===== config.mk =====
export PLATFORM = sky130hd
export DESIGN_NAME = bezier_de_casteljau_eval_core
export DESIGN_NICKNAME = d
export VERILOG_FILES = /design/src/design/bdc_pkg.sv /design/src/design/bezier_de_casteljau_eval_core.sv /design/src/design/bdc_lerp_lane.sv /design/src/design/bdc_eval_engine.sv
export SDC_FILE = /design/constraint.sdc
export NUM_CORES = 2
export LEC_CHECK = 0
export BUFFER_PORTS_ARGS = -buffer_cell sky130_fd_sc_hd__clkbuf_2
export CORE_ASPECT_RATIO = 0.7
export CORE_MARGIN = 2
export CORE_UTILIZATION = 50
export DETAILED_ROUTE_END_ITERATION = 16
export HOLD_SLACK_MARGIN = 0.12
export PLACE_DENSITY_LB_ADDON = 0.3
export REMOVE_ABC_BUFFERS = 1
export SLEW_MARGIN = 40
export SYNTH_ARGS = -nofsm -noshare
export SYNTH_HDL_FRONTEND = slang
export SYNTH_SLANG_ARGS = --single-unit
export TNS_END_PERCENT = 100

===== constraint.sdc =====
create_clock -name clock -period 22.2 [get_ports clock]
set_clock_uncertainty 0.05 [all_clocks]
set_input_delay 2.22 -clock clock [delete_from_list [all_inputs] [get_ports clock]]
set_output_delay 2.22 -clock clock [all_outputs]
set_load 0.05 [all_outputs]

===== src/design/bdc_pkg.sv =====
// ============================================================================
// bdc_pkg: shared types and constants of the bezier evaluation core
// Field widths of the request and response transactions, command and
// register codes, and the control point load bundle.
// ============================================================================
package bdc_pkg;

   // field widths
   localparam int COORD_W  = 16;
   localparam int IDX_W    = 4;
   localparam int T_W      = 17;
   localparam int SEGF_W   = 4;
   localparam int SAMPLE_W = 12;
   localparam int MODE_W   = 4;
   localparam int NPTS_W   = 5;

   // width of segment start / degree arithmetic (covers 15 * 15 + 15 and 64 points)
   localparam int CALC_W = 10;

   // fraction bits of the incoming t field
   localparam int T_FRAC_IN = 16;

   // t = 1.0 in the incoming format
   localparam logic [T_W-1:0] T_ONE = 17'h10000;

   // command codes
   localparam logic CMD_LOAD = 1'b0;
   localparam logic CMD_EVAL = 1'b1;

   // register word indexes
   localparam logic REG_SEGMENT_MODE  = 1'b0;
   localparam logic REG_POINTS_IN_USE = 1'b1;

   // control point write into the engine
   typedef struct packed {
      logic                      en;
      logic [IDX_W-1:0]          idx;
      logic signed [COORD_W-1:0] x;
      logic signed [COORD_W-1:0] y;
   } load_type;

endpackage


===== src/design/bezier_de_casteljau_eval_core.sv =====
// ============================================================================
// bezier_de_casteljau_eval_core: bezier curve point evaluation by de Casteljau
// Holds up to MAX_POINTS control points and evaluates one curve point per
// evaluate transaction, whole curve or degree-k segments with shared ends.
// ============================================================================
// A load transaction writes one control point; loads can follow each other
// every cycle while no evaluation is in progress. An evaluate transaction of
// degree D runs the interpolation triangle through the work row memory one
// layer at a time: layer L takes L+1 memory reads and then waits for the
// lerp pipeline to drain, and a segment that fails the range check goes from
// setup straight to the output state without running the engine. The request
// side is stalled while an evaluation is in progress. A finished result sits
// in an output register, so the next request is taken while the previous
// result waits to be collected.
module bezier_de_casteljau_eval_core #(
   parameter int MAX_POINTS  = 16,
   parameter int T_FRAC_BITS = 16
) (
   input  logic                                  clock,
   input  logic                                  reset,

   // request channel
   input  logic                                  req_valid,
   output logic                                  req_stall,
   input  logic                                  req_cmd,
   input  logic        [bdc_pkg::IDX_W-1:0]      req_point_index,
   input  logic signed [bdc_pkg::COORD_W-1:0]    req_point_x,
   input  logic signed [bdc_pkg::COORD_W-1:0]    req_point_y,
   input  logic        [bdc_pkg::T_W-1:0]        req_t_value,
   input  logic        [bdc_pkg::SEGF_W-1:0]     req_segment_index,
   input  logic        [bdc_pkg::SAMPLE_W-1:0]   req_sample_number,

   // response channel
   output logic                                  rsp_valid,
   input  logic                                  rsp_stall,
   output logic signed [bdc_pkg::COORD_W-1:0]    rsp_curve_x,
   output logic signed [bdc_pkg::COORD_W-1:0]    rsp_curve_y,
   output logic        [bdc_pkg::SEGF_W-1:0]     rsp_out_segment,
   output logic        [bdc_pkg::SAMPLE_W-1:0]   rsp_out_sample,
   output logic                                  rsp_segment_error,

   // register port
   input  logic                                  csr_psel,
   input  logic                                  csr_penable,
   input  logic                                  csr_pwrite,
   input  logic        [2:0]                     csr_paddr,
   input  logic        [31:0]                    csr_pwdata,
   output logic        [31:0]                    csr_prdata,
   output logic                                  csr_pready
);

   localparam int AW = $clog2(MAX_POINTS);
   localparam int CW = bdc_pkg::COORD_W;
   localparam int VW = CW + T_FRAC_BITS;
   localparam int TW = T_FRAC_BITS + 1;
   localparam int KW = bdc_pkg::CALC_W;
   localparam logic [VW-1:0] FRAC_MASK = VW'((64'd1 << T_FRAC_BITS) - 64'd1);

   typedef enum logic [1:0] {
      ST_IDLE,
      ST_SETUP,
      ST_RUN,
      ST_OUT
   } top_state_type;

   top_state_type state_ff;

   logic [bdc_pkg::MODE_W-1:0]   seg_mode_ff;
   logic [bdc_pkg::NPTS_W-1:0]   pts_ff;
   logic                         csr_wr;

   logic [bdc_pkg::SEGF_W-1:0]   job_seg_ff;
   logic [bdc_pkg::T_W-1:0]      job_traw_ff;
   logic [bdc_pkg::SAMPLE_W-1:0] job_sample_ff;
   logic                         job_err_ff;
   logic [AW-1:0]                job_first_ff;
   logic [AW-1:0]                job_deg_ff;
   logic [TW-1:0]                job_t_ff;
   logic                         start_ff;

   logic [KW-1:0]                n_use;
   logic [KW-1:0]                k_use;
   logic [KW-1:0]                seg_start;
   logic [KW-1:0]                seg_deg;
   logic                         seg_err;
   logic [bdc_pkg::T_W-1:0]      t_sat;
   logic [TW-1:0]                t_wide;

   bdc_pkg::load_type            load;
   logic                         eng_done;
   logic signed [VW-1:0]         eng_res_x, eng_res_y;
   logic [VW-1:0]                bias_x, bias_y;
   logic [CW-1:0]                trunc_x, trunc_y;

   logic                         rsp_valid_ff;
   logic signed [CW-1:0]         rsp_curve_x_ff, rsp_curve_y_ff;
   logic [bdc_pkg::SEGF_W-1:0]   rsp_out_segment_ff;
   logic [bdc_pkg::SAMPLE_W-1:0] rsp_out_sample_ff;
   logic                         rsp_segment_error_ff;

   // register port
   assign csr_pready = 1'b1;
   assign csr_wr     = csr_psel && csr_penable && csr_pwrite;

   always_ff @(posedge clock) begin
      if (reset) begin
         seg_mode_ff <= bdc_pkg::MODE_W'(3);
         pts_ff      <= bdc_pkg::NPTS_W'(4);
      end else if (csr_wr) begin
         case (csr_paddr[2])
            bdc_pkg::REG_SEGMENT_MODE:  seg_mode_ff <= csr_pwdata[bdc_pkg::MODE_W-1:0];
            bdc_pkg::REG_POINTS_IN_USE: pts_ff      <= csr_pwdata[bdc_pkg::NPTS_W-1:0];
            default: ;
         endcase
      end
   end

   always_comb begin
      case (csr_paddr[2])
         bdc_pkg::REG_SEGMENT_MODE:  csr_prdata = 32'(seg_mode_ff);
         bdc_pkg::REG_POINTS_IN_USE: csr_prdata = 32'(pts_ff);
         default:                    csr_prdata = '0;
      endcase
   end

   // control point loads go straight to the engine memory
   always_comb begin
      load.en  = req_valid && !req_stall && (req_cmd == bdc_pkg::CMD_LOAD);
      load.idx = req_point_index;
      load.x   = req_point_x;
      load.y   = req_point_y;
   end

   // segment range check and start point
   always_comb begin
      n_use = (KW'(pts_ff) > KW'(MAX_POINTS)) ? KW'(MAX_POINTS) : KW'(pts_ff);
      k_use = (seg_mode_ff <= bdc_pkg::MODE_W'(1)) ? KW'(1) : KW'(seg_mode_ff);
      seg_start = '0;
      seg_deg   = '0;
      if (n_use < KW'(2)) begin
         seg_err = 1'b1;
      end else if (k_use == KW'(1)) begin
         seg_err = (job_seg_ff != '0);
         seg_deg = n_use - 1'b1;
      end else begin
         seg_start = KW'(job_seg_ff) * k_use;
         seg_deg   = k_use;
         seg_err   = (seg_start + k_use) >= n_use;
      end
   end

   // t to the internal fraction width
   assign t_sat = (job_traw_ff > bdc_pkg::T_ONE) ? bdc_pkg::T_ONE : job_traw_ff;

   generate
      if (T_FRAC_BITS >= bdc_pkg::T_FRAC_IN) begin : g_t_up
         assign t_wide = TW'(t_sat) << (T_FRAC_BITS - bdc_pkg::T_FRAC_IN);
      end else begin : g_t_down
         assign t_wide = TW'(t_sat >> (bdc_pkg::T_FRAC_IN - T_FRAC_BITS));
      end
   endgenerate

   // truncate toward zero: bias negative values before the arithmetic shift
   always_comb begin
      bias_x  = eng_res_x + (eng_res_x[VW-1] ? FRAC_MASK : '0);
      bias_y  = eng_res_y + (eng_res_y[VW-1] ? FRAC_MASK : '0);
      trunc_x = bias_x[VW-1:T_FRAC_BITS];
      trunc_y = bias_y[VW-1:T_FRAC_BITS];
   end

   bdc_eval_engine #(
      .MAX_POINTS  (MAX_POINTS),
      .T_FRAC_BITS (T_FRAC_BITS)
   ) u_engine (
      .clock     (clock),
      .reset     (reset),
      .load      (load),
      .job_start (start_ff),
      .job_first (job_first_ff),
      .job_deg   (job_deg_ff),
      .job_t     (job_t_ff),
      .done      (eng_done),
      .res_x     (eng_res_x),
      .res_y     (eng_res_y)
   );

   // transaction control and output register
   always_ff @(posedge clock) begin
      if (reset) begin
         state_ff     <= ST_IDLE;
         start_ff     <= 1'b0;
         rsp_valid_ff <= 1'b0;
      end else begin
         start_ff <= 1'b0;
         if (rsp_valid_ff && !rsp_stall) begin
            rsp_valid_ff <= 1'b0;
         end

         case (state_ff)
            ST_IDLE: begin
               if (req_valid && (req_cmd == bdc_pkg::CMD_EVAL)) begin
                  job_seg_ff    <= req_segment_index;
                  job_traw_ff   <= req_t_value;
                  job_sample_ff <= req_sample_number;
                  state_ff      <= ST_SETUP;
               end
            end
            ST_SETUP: begin
               job_err_ff   <= seg_err;
               job_first_ff <= seg_start[AW-1:0];
               job_deg_ff   <= seg_deg[AW-1:0];
               job_t_ff     <= t_wide;
               if (seg_err) begin
                  state_ff <= ST_OUT;
               end else begin
                  start_ff <= 1'b1;
                  state_ff <= ST_RUN;
               end
            end
            ST_RUN: begin
               if (eng_done) begin
                  state_ff <= ST_OUT;
               end
            end
            ST_OUT: begin
               if (!rsp_valid_ff || !rsp_stall) begin
                  rsp_valid_ff         <= 1'b1;
                  rsp_curve_x_ff       <= job_err_ff ? '0 : trunc_x;
                  rsp_curve_y_ff       <= job_err_ff ? '0 : trunc_y;
                  rsp_out_segment_ff   <= job_seg_ff;
                  rsp_out_sample_ff    <= job_sample_ff;
                  rsp_segment_error_ff <= job_err_ff;
                  state_ff             <= ST_IDLE;
               end
            end
            default: begin
               state_ff <= ST_IDLE;
            end
         endcase
      end
   end

   assign req_stall         = (state_ff != ST_IDLE);
   assign rsp_valid         = rsp_valid_ff;
   assign rsp_curve_x       = rsp_curve_x_ff;
   assign rsp_curve_y       = rsp_curve_y_ff;
   assign rsp_out_segment   = rsp_out_segment_ff;
   assign rsp_out_sample    = rsp_out_sample_ff;
   assign rsp_segment_error = rsp_segment_error_ff;

   // a result appears only out of the output state
   a_rsp_from_out: assert property (@(posedge clock) disable iff (reset)
      $rose(rsp_valid_ff) |-> $past(state_ff == ST_OUT))
      else $error("response raised outside output state");

   // engine completes only while a job is running
   a_done_in_run: assert property (@(posedge clock) disable iff (reset)
      eng_done |-> (state_ff == ST_RUN))
      else $error("engine done without a running evaluation");

   // a segment error carries zero coordinates
   a_err_zero: assert property (@(posedge clock) disable iff (reset)
      (rsp_valid_ff && rsp_segment_error_ff) |-> (rsp_curve_x_ff == '0 && rsp_curve_y_ff == '0))
      else $error("segment error with nonzero coordinates");

   // an accepted evaluate goes to setup
   a_eval_setup: assert property (@(posedge clock) disable iff (reset)
      (req_valid && !req_stall && req_cmd == bdc_pkg::CMD_EVAL) |=> (state_ff == ST_SETUP))
      else $error("evaluate transaction not taken into setup");

endmodule


===== src/design/bdc_lerp_lane.sv =====
// ============================================================================
// bdc_lerp_lane: one coordinate of the interpolation datapath
// Computes a + trunc0((b - a) * t / 2^F) over two register stages:
// difference and magnitude, then the product, then the signed add.
// ============================================================================
module bdc_lerp_lane #(
   parameter int T_FRAC_BITS = 16
) (
   input  logic                                          clock,
   input  logic signed [bdc_pkg::COORD_W+T_FRAC_BITS-1:0] a_in,
   input  logic signed [bdc_pkg::COORD_W+T_FRAC_BITS-1:0] b_in,
   input  logic        [T_FRAC_BITS:0]                   t_in,
   output logic signed [bdc_pkg::COORD_W+T_FRAC_BITS-1:0] res_out
);

   localparam int VW = bdc_pkg::COORD_W + T_FRAC_BITS;
   localparam int TW = T_FRAC_BITS + 1;
   localparam int PW = VW + TW;

   logic [VW:0]          diff;
   logic [VW:0]          diff_mag;
   logic                 diff_neg;
   logic [VW-1:0]        mag_ff;
   logic                 neg1_ff;
   logic [VW-1:0]        a1_ff;
   logic [PW-1:0]        prod_ff;
   logic                 neg2_ff;
   logic [VW-1:0]        a2_ff;
   logic [VW-1:0]        q;
   logic [VW:0]          sum;

   // signed difference and its magnitude
   always_comb begin
      diff     = {b_in[VW-1], b_in} - {a_in[VW-1], a_in};
      diff_neg = diff[VW];
      diff_mag = diff_neg ? (~diff + 1'b1) : diff;
   end

   // magnitude stage, then multiply stage
   always_ff @(posedge clock) begin
      mag_ff  <= diff_mag[VW-1:0];
      neg1_ff <= diff_neg;
      a1_ff   <= a_in;
      prod_ff <= PW'(mag_ff) * PW'(t_in);
      neg2_ff <= neg1_ff;
      a2_ff   <= a1_ff;
   end

   // scale back and step from a toward b
   always_comb begin
      q   = prod_ff[VW+T_FRAC_BITS-1:T_FRAC_BITS];
      sum = neg2_ff ? ({a2_ff[VW-1], a2_ff} - {1'b0, q})
                    : ({a2_ff[VW-1], a2_ff} + {1'b0, q});
      res_out = sum[VW-1:0];
   end

endmodule


===== src/design/bdc_eval_engine.sv =====
// ============================================================================
// bdc_eval_engine: control point memory, work row memory and layer sequencer
// Streams one layer of the de Casteljau triangle per pass: reads entries in
// order, interpolates neighbors and writes the row back in place. The first
// layer reads the control point memory directly. Between layers the pipeline
// drains so that the next pass never reads an entry still in flight.
// ============================================================================
module bdc_eval_engine #(
   parameter int MAX_POINTS  = 16,
   parameter int T_FRAC_BITS = 16
) (
   input  logic                                          clock,
   input  logic                                          reset,
   input  bdc_pkg::load_type                             load,
   input  logic                                          job_start,
   input  logic        [$clog2(MAX_POINTS)-1:0]          job_first,
   input  logic        [$clog2(MAX_POINTS)-1:0]          job_deg,
   input  logic        [T_FRAC_BITS:0]                   job_t,
   output logic                                          done,
   output logic signed [bdc_pkg::COORD_W+T_FRAC_BITS-1:0] res_x,
   output logic signed [bdc_pkg::COORD_W+T_FRAC_BITS-1:0] res_y
);

   localparam int AW = $clog2(MAX_POINTS);
   localparam int CW = bdc_pkg::COORD_W;
   localparam int VW = CW + T_FRAC_BITS;

   typedef enum logic [1:0] {
      E_IDLE,
      E_ISSUE,
      E_DRAIN
   } eng_state_type;

   eng_state_type state_ff;

   logic [2*CW-1:0] cp_mem [MAX_POINTS];
   logic [2*VW-1:0] wk_mem [MAX_POINTS];
   logic [2*CW-1:0] cp_rd_ff;
   logic [2*VW-1:0] wk_rd_ff;

   logic [AW-1:0] layer_ff;
   logic [AW-1:0] rd_cnt_ff;
   logic          from_cp_ff;
   logic          issue;
   logic [AW-1:0] cp_raddr;
   logic          ld_ok;
   logic [AW-1:0] ld_addr;

   logic          s1_vld_ff, s2_vld_ff, s3_vld_ff;
   logic          s1_first_ff;
   logic          s1_cp_ff;
   logic [AW-1:0] s1_waddr_ff, s2_waddr_ff, s3_waddr_ff;
   logic          s1_last_ff, s2_last_ff, s3_last_ff;

   logic signed [VW-1:0] cur_x, cur_y;
   logic signed [VW-1:0] prev_x_ff, prev_y_ff;
   logic signed [VW-1:0] lane_x, lane_y;
   logic signed [VW-1:0] res_x_ff, res_y_ff;
   logic                 done_ff;

   // read issue
   assign issue    = (state_ff == E_ISSUE);
   assign cp_raddr = job_first + rd_cnt_ff;
   assign ld_ok    = load.en && (32'(load.idx) < 32'(MAX_POINTS));
   assign ld_addr  = AW'(load.idx);

   // control point memory
   always_ff @(posedge clock) begin
      if (ld_ok) begin
         cp_mem[ld_addr] <= {load.x, load.y};
      end
      cp_rd_ff <= cp_mem[cp_raddr];
   end

   // work row memory, written back from the last pipeline stage
   always_ff @(posedge clock) begin
      if (s3_vld_ff) begin
         wk_mem[s3_waddr_ff] <= {lane_x, lane_y};
      end
      wk_rd_ff <= wk_mem[rd_cnt_ff];
   end

   // current entry: scaled control point or work row entry
   always_comb begin
      if (s1_cp_ff) begin
         cur_x = {cp_rd_ff[2*CW-1:CW], {T_FRAC_BITS{1'b0}}};
         cur_y = {cp_rd_ff[CW-1:0], {T_FRAC_BITS{1'b0}}};
      end else begin
         cur_x = wk_rd_ff[2*VW-1:VW];
         cur_y = wk_rd_ff[VW-1:0];
      end
   end

   // interpolation lanes
   bdc_lerp_lane #(.T_FRAC_BITS(T_FRAC_BITS)) u_lane_x (
      .clock   (clock),
      .a_in    (prev_x_ff),
      .b_in    (cur_x),
      .t_in    (job_t),
      .res_out (lane_x)
   );

   bdc_lerp_lane #(.T_FRAC_BITS(T_FRAC_BITS)) u_lane_y (
      .clock   (clock),
      .a_in    (prev_y_ff),
      .b_in    (cur_y),
      .t_in    (job_t),
      .res_out (lane_y)
   );

   // sequencer and pipeline control
   always_ff @(posedge clock) begin
      if (reset) begin
         state_ff  <= E_IDLE;
         s1_vld_ff <= 1'b0;
         s2_vld_ff <= 1'b0;
         s3_vld_ff <= 1'b0;
         done_ff   <= 1'b0;
      end else begin
         done_ff <= 1'b0;

         s1_vld_ff   <= issue;
         s1_first_ff <= (rd_cnt_ff == '0);
         s1_cp_ff    <= from_cp_ff;
         s1_waddr_ff <= rd_cnt_ff - 1'b1;
         s1_last_ff  <= (layer_ff == AW'(1));

         s2_vld_ff   <= s1_vld_ff && !s1_first_ff;
         s2_waddr_ff <= s1_waddr_ff;
         s2_last_ff  <= s1_last_ff;

         s3_vld_ff   <= s2_vld_ff;
         s3_waddr_ff <= s2_waddr_ff;
         s3_last_ff  <= s2_last_ff;

         if (s1_vld_ff) begin
            prev_x_ff <= cur_x;
            prev_y_ff <= cur_y;
         end

         // the final layer leaves the curve point
         if (s3_vld_ff && s3_last_ff) begin
            res_x_ff <= lane_x;
            res_y_ff <= lane_y;
         end

         case (state_ff)
            E_IDLE: begin
               if (job_start) begin
                  layer_ff   <= job_deg;
                  rd_cnt_ff  <= '0;
                  from_cp_ff <= 1'b1;
                  state_ff   <= E_ISSUE;
               end
            end
            E_ISSUE: begin
               if (rd_cnt_ff == layer_ff) begin
                  state_ff <= E_DRAIN;
               end else begin
                  rd_cnt_ff <= rd_cnt_ff + 1'b1;
               end
            end
            E_DRAIN: begin
               // wait for the last write-back of the layer
               if (!s1_vld_ff && !s2_vld_ff && !s3_vld_ff) begin
                  if (layer_ff == AW'(1)) begin
                     done_ff  <= 1'b1;
                     state_ff <= E_IDLE;
                  end else begin
                     layer_ff   <= layer_ff - 1'b1;
                     rd_cnt_ff  <= '0;
                     from_cp_ff <= 1'b0;
                     state_ff   <= E_ISSUE;
                  end
               end
            end
            default: begin
               state_ff <= E_IDLE;
            end
         endcase
      end
   end

   assign done  = done_ff;
   assign res_x = res_x_ff;
   assign res_y = res_y_ff;

   // a new pass starts only on an empty pipeline
   a_pass_interlock: assert property (@(posedge clock) disable iff (reset)
      (state_ff == E_ISSUE && rd_cnt_ff == '0) |-> (!s1_vld_ff && !s2_vld_ff && !s3_vld_ff))
      else $error("layer pass started with writes still in flight");

   // completion only after the last layer drains
   a_done_after_last: assert property (@(posedge clock) disable iff (reset)
      done_ff |-> ($past(state_ff == E_DRAIN) && $past(layer_ff == AW'(1))))
      else $error("done without draining the final layer");

   // no write-back outside a job
   a_write_in_job: assert property (@(posedge clock) disable iff (reset)
      s3_vld_ff |-> (state_ff != E_IDLE))
      else $error("work row write while engine idle");

endmodule


Yosys cells after proc, flatten, opt, wreduce, memory -nomap -nowiden:

Memory sizes are Yosys's and may differ from the RTL's. A register that Yosys moved wholly into a read port is not among the register bits.
Cells that the tools add are included.

* flip-flop bits (word level): 573
* latch bits: 0
* RAM bits: 1536
* ROM bits: 0
* output and inout bits: 84
* word-level logic and storage cells: 184
* memories: 2

Memories
* u_engine.wk_mem: words 16, width 64, read ports 1, clocked after Yosys merged registers in 1, write ports 1, RTL line bdc_eval_engine.sv:37 `logic [2*VW-1:0] wk_mem [MAX_POINTS];`
* u_engine.cp_mem: words 16, width 32, read ports 1, clocked after Yosys merged registers in 1, write ports 1, RTL line bdc_eval_engine.sv:36 `logic [2*CW-1:0] cp_mem [MAX_POINTS];`

* add/subtract/negate cells: 16
* $mul: 3
* divide/modulo/power cells: 0
* $lt $le $gt $ge: 5
* equality and inequality tests: 16
* shifts and indexed selects: 0
* muxes and demuxes: 46
* bitwise logic cells: 8
* reduce and logical (&&, ||, !) cells: 39

Operators by type and width (count)
* $mux W32: 6
* $mul A32 B17 Y48: 2
* $sub A32 B32 Y33: 2
* $add A32 B1 Y32 const B: 2
* $add A32 B16 Y32: 2
* $add A32 B32 Y32: 2
* $not A32 Y32: 2
* $pmux W32 S2: 1
* $sub A32 B32 Y32: 2
* $mux W4: 9
* $mux W16: 2
* $gt A17 B17 Y1 const B: 1
* $mux W1: 16
* $mux W2: 6
* $ne A2 B2 Y1 const B: 6
* $pmux W4 S3: 1
* $reduce_and A3 Y1: 4
* $sub A4 B1 Y4 const B: 3
* $logic_and A1 B1 Y1: 10
* $reduce_and A2 Y1: 5
* $add A8 B4 Y9: 1
* $ge A9 B5 Y1: 1
* $eq A4 B1 Y1 const B: 2
* $mul A4 B4 Y8: 1
* other kinds (26): 44

Longest topological paths before layout:

* depth in word-level cells: 9
* depth in mapped cells: 27
* gate-level depth less buffers: 25

Cells and area by module:

A second synthesis with hierarchy kept.

* cells, all modules: 8769
* area total of the unflattened synthesis: 120341.7 um2

Modules (own cells, without submodules)
* bdc_eval_engine: instances 1, cells an instance 2755, area each 66048.3 um2
* bdc_lerp_lane (u_engine.u_lane_x): instances 1, cells an instance 2752, area each 24060.6 um2
* bdc_lerp_lane (u_engine.u_lane_y): instances 1, cells an instance 2706, area each 23643.9 um2
* bezier_de_casteljau_eval_core: instances 1, cells an instance 556, area each 6588.8 um2

Worst setup path after synthesis:

OpenSTA, ideal clock, no wires.

* path kind: register to register
* from: reg job_t_ff[2]
* to: reg u_engine.u_lane_x.prod_ff[37]
* setup time: 0.119 ns
* data arrival time: 6.867 ns
* data required time: 22.031 ns
* setup slack: 15.165 ns
* cell stages (with the launch flop): 27
* path buffers: 2
* clock period less this slack: 7.035 ns
* cell sequence: edfxtp_1 clkbuf_1 clkbuf_1 nand2_1 fa_1 inv_1 fa_1 inv_1 fa_1 inv_1 fa_1 fa_1 inv_1 fa_1 inv_1 ha_1 a21o_1 a21o_1 a21o_1 a21o_1 o21bai_1 a21oi_1 or4b_2 a31oi_1 o21ai_0 or2_2 xor2_1

* word-level cells in the longest chain between the ends: 1

RTL lines
* start: declaration: RTL line bezier_de_casteljau_eval_core.sv:78 `logic [TW-1:0] job_t_ff;`
* start signal: assignment: RTL line bezier_de_casteljau_eval_core.sv:212 `job_t_ff <= t_wide;`
* $mul A32 B17 Y48: RTL line bdc_lerp_lane.sv:44 `prod_ff <= PW'(mag_ff) * PW'(t_in);`
* end signal: assignment: RTL line bdc_lerp_lane.sv:44
* end: declaration: RTL line bdc_lerp_lane.sv:26 `logic [PW-1:0] prod_ff;`

No other way between the ends.
A chain may end at the register's enable or synchronous reset.

Worst setup path in the final report:

Same ends and word-level chain as after synthesis.

==> qor.csv <==
metric,value,unit
status,"finished, final reports clean",
cts_num_sinks,2173,
ioPinCount,196,
required,22.87,ns
largest_register,u_engine.wk_mem,
grt.total_usage,24.16,%
wl_per_cell,23.67,um
dr.first_iter.drc_count,6771,
fmax,120.5,MHz
synth_top_flop_cell,edfxtp_1,
place.gp.congestion,0.8979,
dpl_cell_area,0.1244,mm^2
cts_made_buffers,211,
grt_pass1_vias,73180,
path_clk_slew,0.07,ns
drt_wl_total,290800,um
grt_max_degree,116,
yosysSeqAreaShare,51.56,%
layout-drive-gt1-share,13.62,%
critPathLaunchType,flip-flop,
grt-ovfl-total,0,
yosysMostFrequentCell,edfxtp_1,
slowest_stage,or4b_2,
worst_pin_slew,0.9201,ns
fin_nets,10370,
grt_pass1_wl,444600,um
max-cap-violations,0,
largest_registers,"u_engine.wk_mem x1024, u_engine.cp_mem x512, u_engine.wk_rd_ff x64",
syn_avg_cell_area,13.56,um^2
criticalPathCategory,flip-flop to flip-flop,
finalSetupViolCount,0,
chipWidth,587.8,um
slew_violations,0,
synthTopCellsByCount,"1798 x edfxtp_1, 1273 x inv_1, 976 x nand2_1, 902 x fa_1, 448 x mux4_2",
hold_violations,0,
first_pass_iters,6,
viasPerCell,5.715,
row_count,149,
cp_cell_sequence,"buf_4, buf_4, nand2_1, fa_1, fa_1, fa_1, inv_1, fa_1, fa_1, fa_1, ha_1, nand4_1, nor2_1, a31oi_1, a311oi_1, buf_4, o21bai_1, a21oi_1, or4b_2, a31oi_1, o21ai_0, or2_2, xor2_1",
ant_nets,0,
remaining_drc_errors,0,
vias,70210,
ys_ff_latch,2173,
dp.final_hpwl,189400,um
coreArea,0.2364,mm^2
arrival,8.96,ns
cpMostUsedCell,fa_1,
slowest_delay,0.66,ns
synth_edf_count,1798,
end_kind,flip-flop,
antenna_found_initial,11,
rsz0062_at_grt,no,
largest_reg_flops,1024,
area_delta_synth_final,10.32,%
start_util,50.46,%
reg2reg_slack,13.90,ns
clk_latency,0.89,ns
fin_area,0.1316,mm^2
crit_start,job_t_ff[2],
ctsHtreeMaxLevel,4,
cp_max_fo,41,
cts-resized-gates,0,
yosys_warnings,0,
post-route-period-util,37.37,%
yosysUniqueCellTypes,91,
syn-cell-area,0.1193,mm^2
die_h,412.6,um
synthArstFlopShare,0,%
reg2reg_depth,23,
synthCells,8799,
cts_buffer_depth,4,
cts_tree,built,
cts_setup_buffers,0,
portBuffers,138,
post-route-min-period,8.296,ns
rr_endpoint,u_engine.u_lane_x.prod_ff[37],
tns,0,ns
postCtsHoldBufs,0,
slew_headroom,38.58,%
endpoint,u_engine.u_lane_x.prod_ff[37],
synth_top_area_cell,edfxtp_1,
yosys-top-cells-area,"edfxtp_1 45%, fa_1 15%, mux4_2 8.5%, dfxtp_1 6.3%, ha_1 4.5%",
synth_top_cell_area_share,45.26,%
die_area,0.2425,mm^2
min_path_type,flip-flop to flip-flop,
cts_root_buffer,clkbuf_16,
reg2reg_from,job_t_ff[2],
cell type report:
class                      instances  area [um^2]
fill                           18720       104800
sequential                      2173        61540
multi-input combinational       4965        51920
clock buffer                     270         5709
inverter                        1273         4778
tap                             3171         3968
timing repair buffer             310         2286
clock inverter                   118         1369
antenna                            6        15.01
placed cells by master, fill, tap and decap left out, drive strengths merged, types with 114 or more instances in the layout:
| cell type | synthesis | routed |
|---|---|---|
| edfxtp | 1798 | 1798 |
| dfxtp | 375 | 375 |
| nand2 | 976 | 976 |
| nor2 | 296 | 296 |
| a21oi | 198 | 198 |
| buf | 69 | 171 |
| clkbuf | 345 | 409 |
| inv | 1273 | 1285 |
| ha | 426 | 426 |
| and2 | 377 | 377 |
| o21ai | 114 | 114 |
| mux4 | 448 | 448 |
| fa | 902 | 902 |
| xnor2 | 240 | 240 |
stage by stage:
stage	worst slack [ns]	util, %	hold slack [ns]	cells
after floorplan	6.172	-	0.2596	8411
after global placement	14.11	52.41	0.2600	11880
after detailed placement	14.01	52.62	0.2621	11890
after CTS	13.95	55.62	0.2715	12280
after global routing	13.52	55.66	0.2793	12280
final	13.90	55.66	0.2679	12290
worst min path at each step:
stage	from	to	slack [ns]	cells past startpoint
final	u_engine.u_lane_y.a1_ff[5]	u_engine.u_lane_y.a2_ff[5]	0.27	0
after global routing	u_engine.u_lane_x.a1_ff[17]	u_engine.u_lane_x.a2_ff[17]	0.28	0
after CTS	u_engine.u_lane_y.a1_ff[5]	u_engine.u_lane_y.a2_ff[5]	0.27	0
after detailed placement	u_engine.u_lane_x.a1_ff[27]	u_engine.u_lane_x.a2_ff[27]	0.26	0
after global placement	u_engine.u_lane_y.a1_ff[19]	u_engine.u_lane_y.a2_ff[19]	0.26	0
after floorplan	u_engine.u_lane_x.a1_ff[0]	u_engine.u_lane_x.a2_ff[0]	0.26	0
kinds of logic after synthesis:
group | after synthesis | synth area share, %
adders and majority gates | 1328 | 19.61
AOI/OAI and AO/OA | 703 | 3.835
and+or+nand+nor | 2074 | 8.194
other | 2 | 0.006296
DFF | 2173 | 51.56
xor gates and xnor gates | 328 | 2.424
buffers and inverters | 1687 | 5.406
muxes | 504 | 8.969
per-layer routing:
layer | up-vias | GRT usage (%) | share of wire (%)
li1 | 30330 | - | -
met1 | 36480 | 35.43 | 43
met2 | 2979 | 37.64 | 46
met3 | 422 | 4.058 | 8.3
met4 | 2 | 6.476 | 2.7
met5 | - | 0 | 0.0055
critical path, delay by kind of cell (launching register included):
| family | cells | cell delay, ns |
|---|---|---|
| AND/OR/NAND/NOR | 5 | 1.30 |
| adder cells (fa/ha/maj) | 7 | 3.41 |
| XOR/XNOR | 1 | 0.16 |
| buffers and inverters | 4 | 1.14 |
| flip-flops | 1 | 0.33 |
| AO/OA/AOI/OAI | 6 | 1.68 |
Power is not shown: default switching activity piles up to over one toggle a cycle in this logic, so the estimate is an artifact.
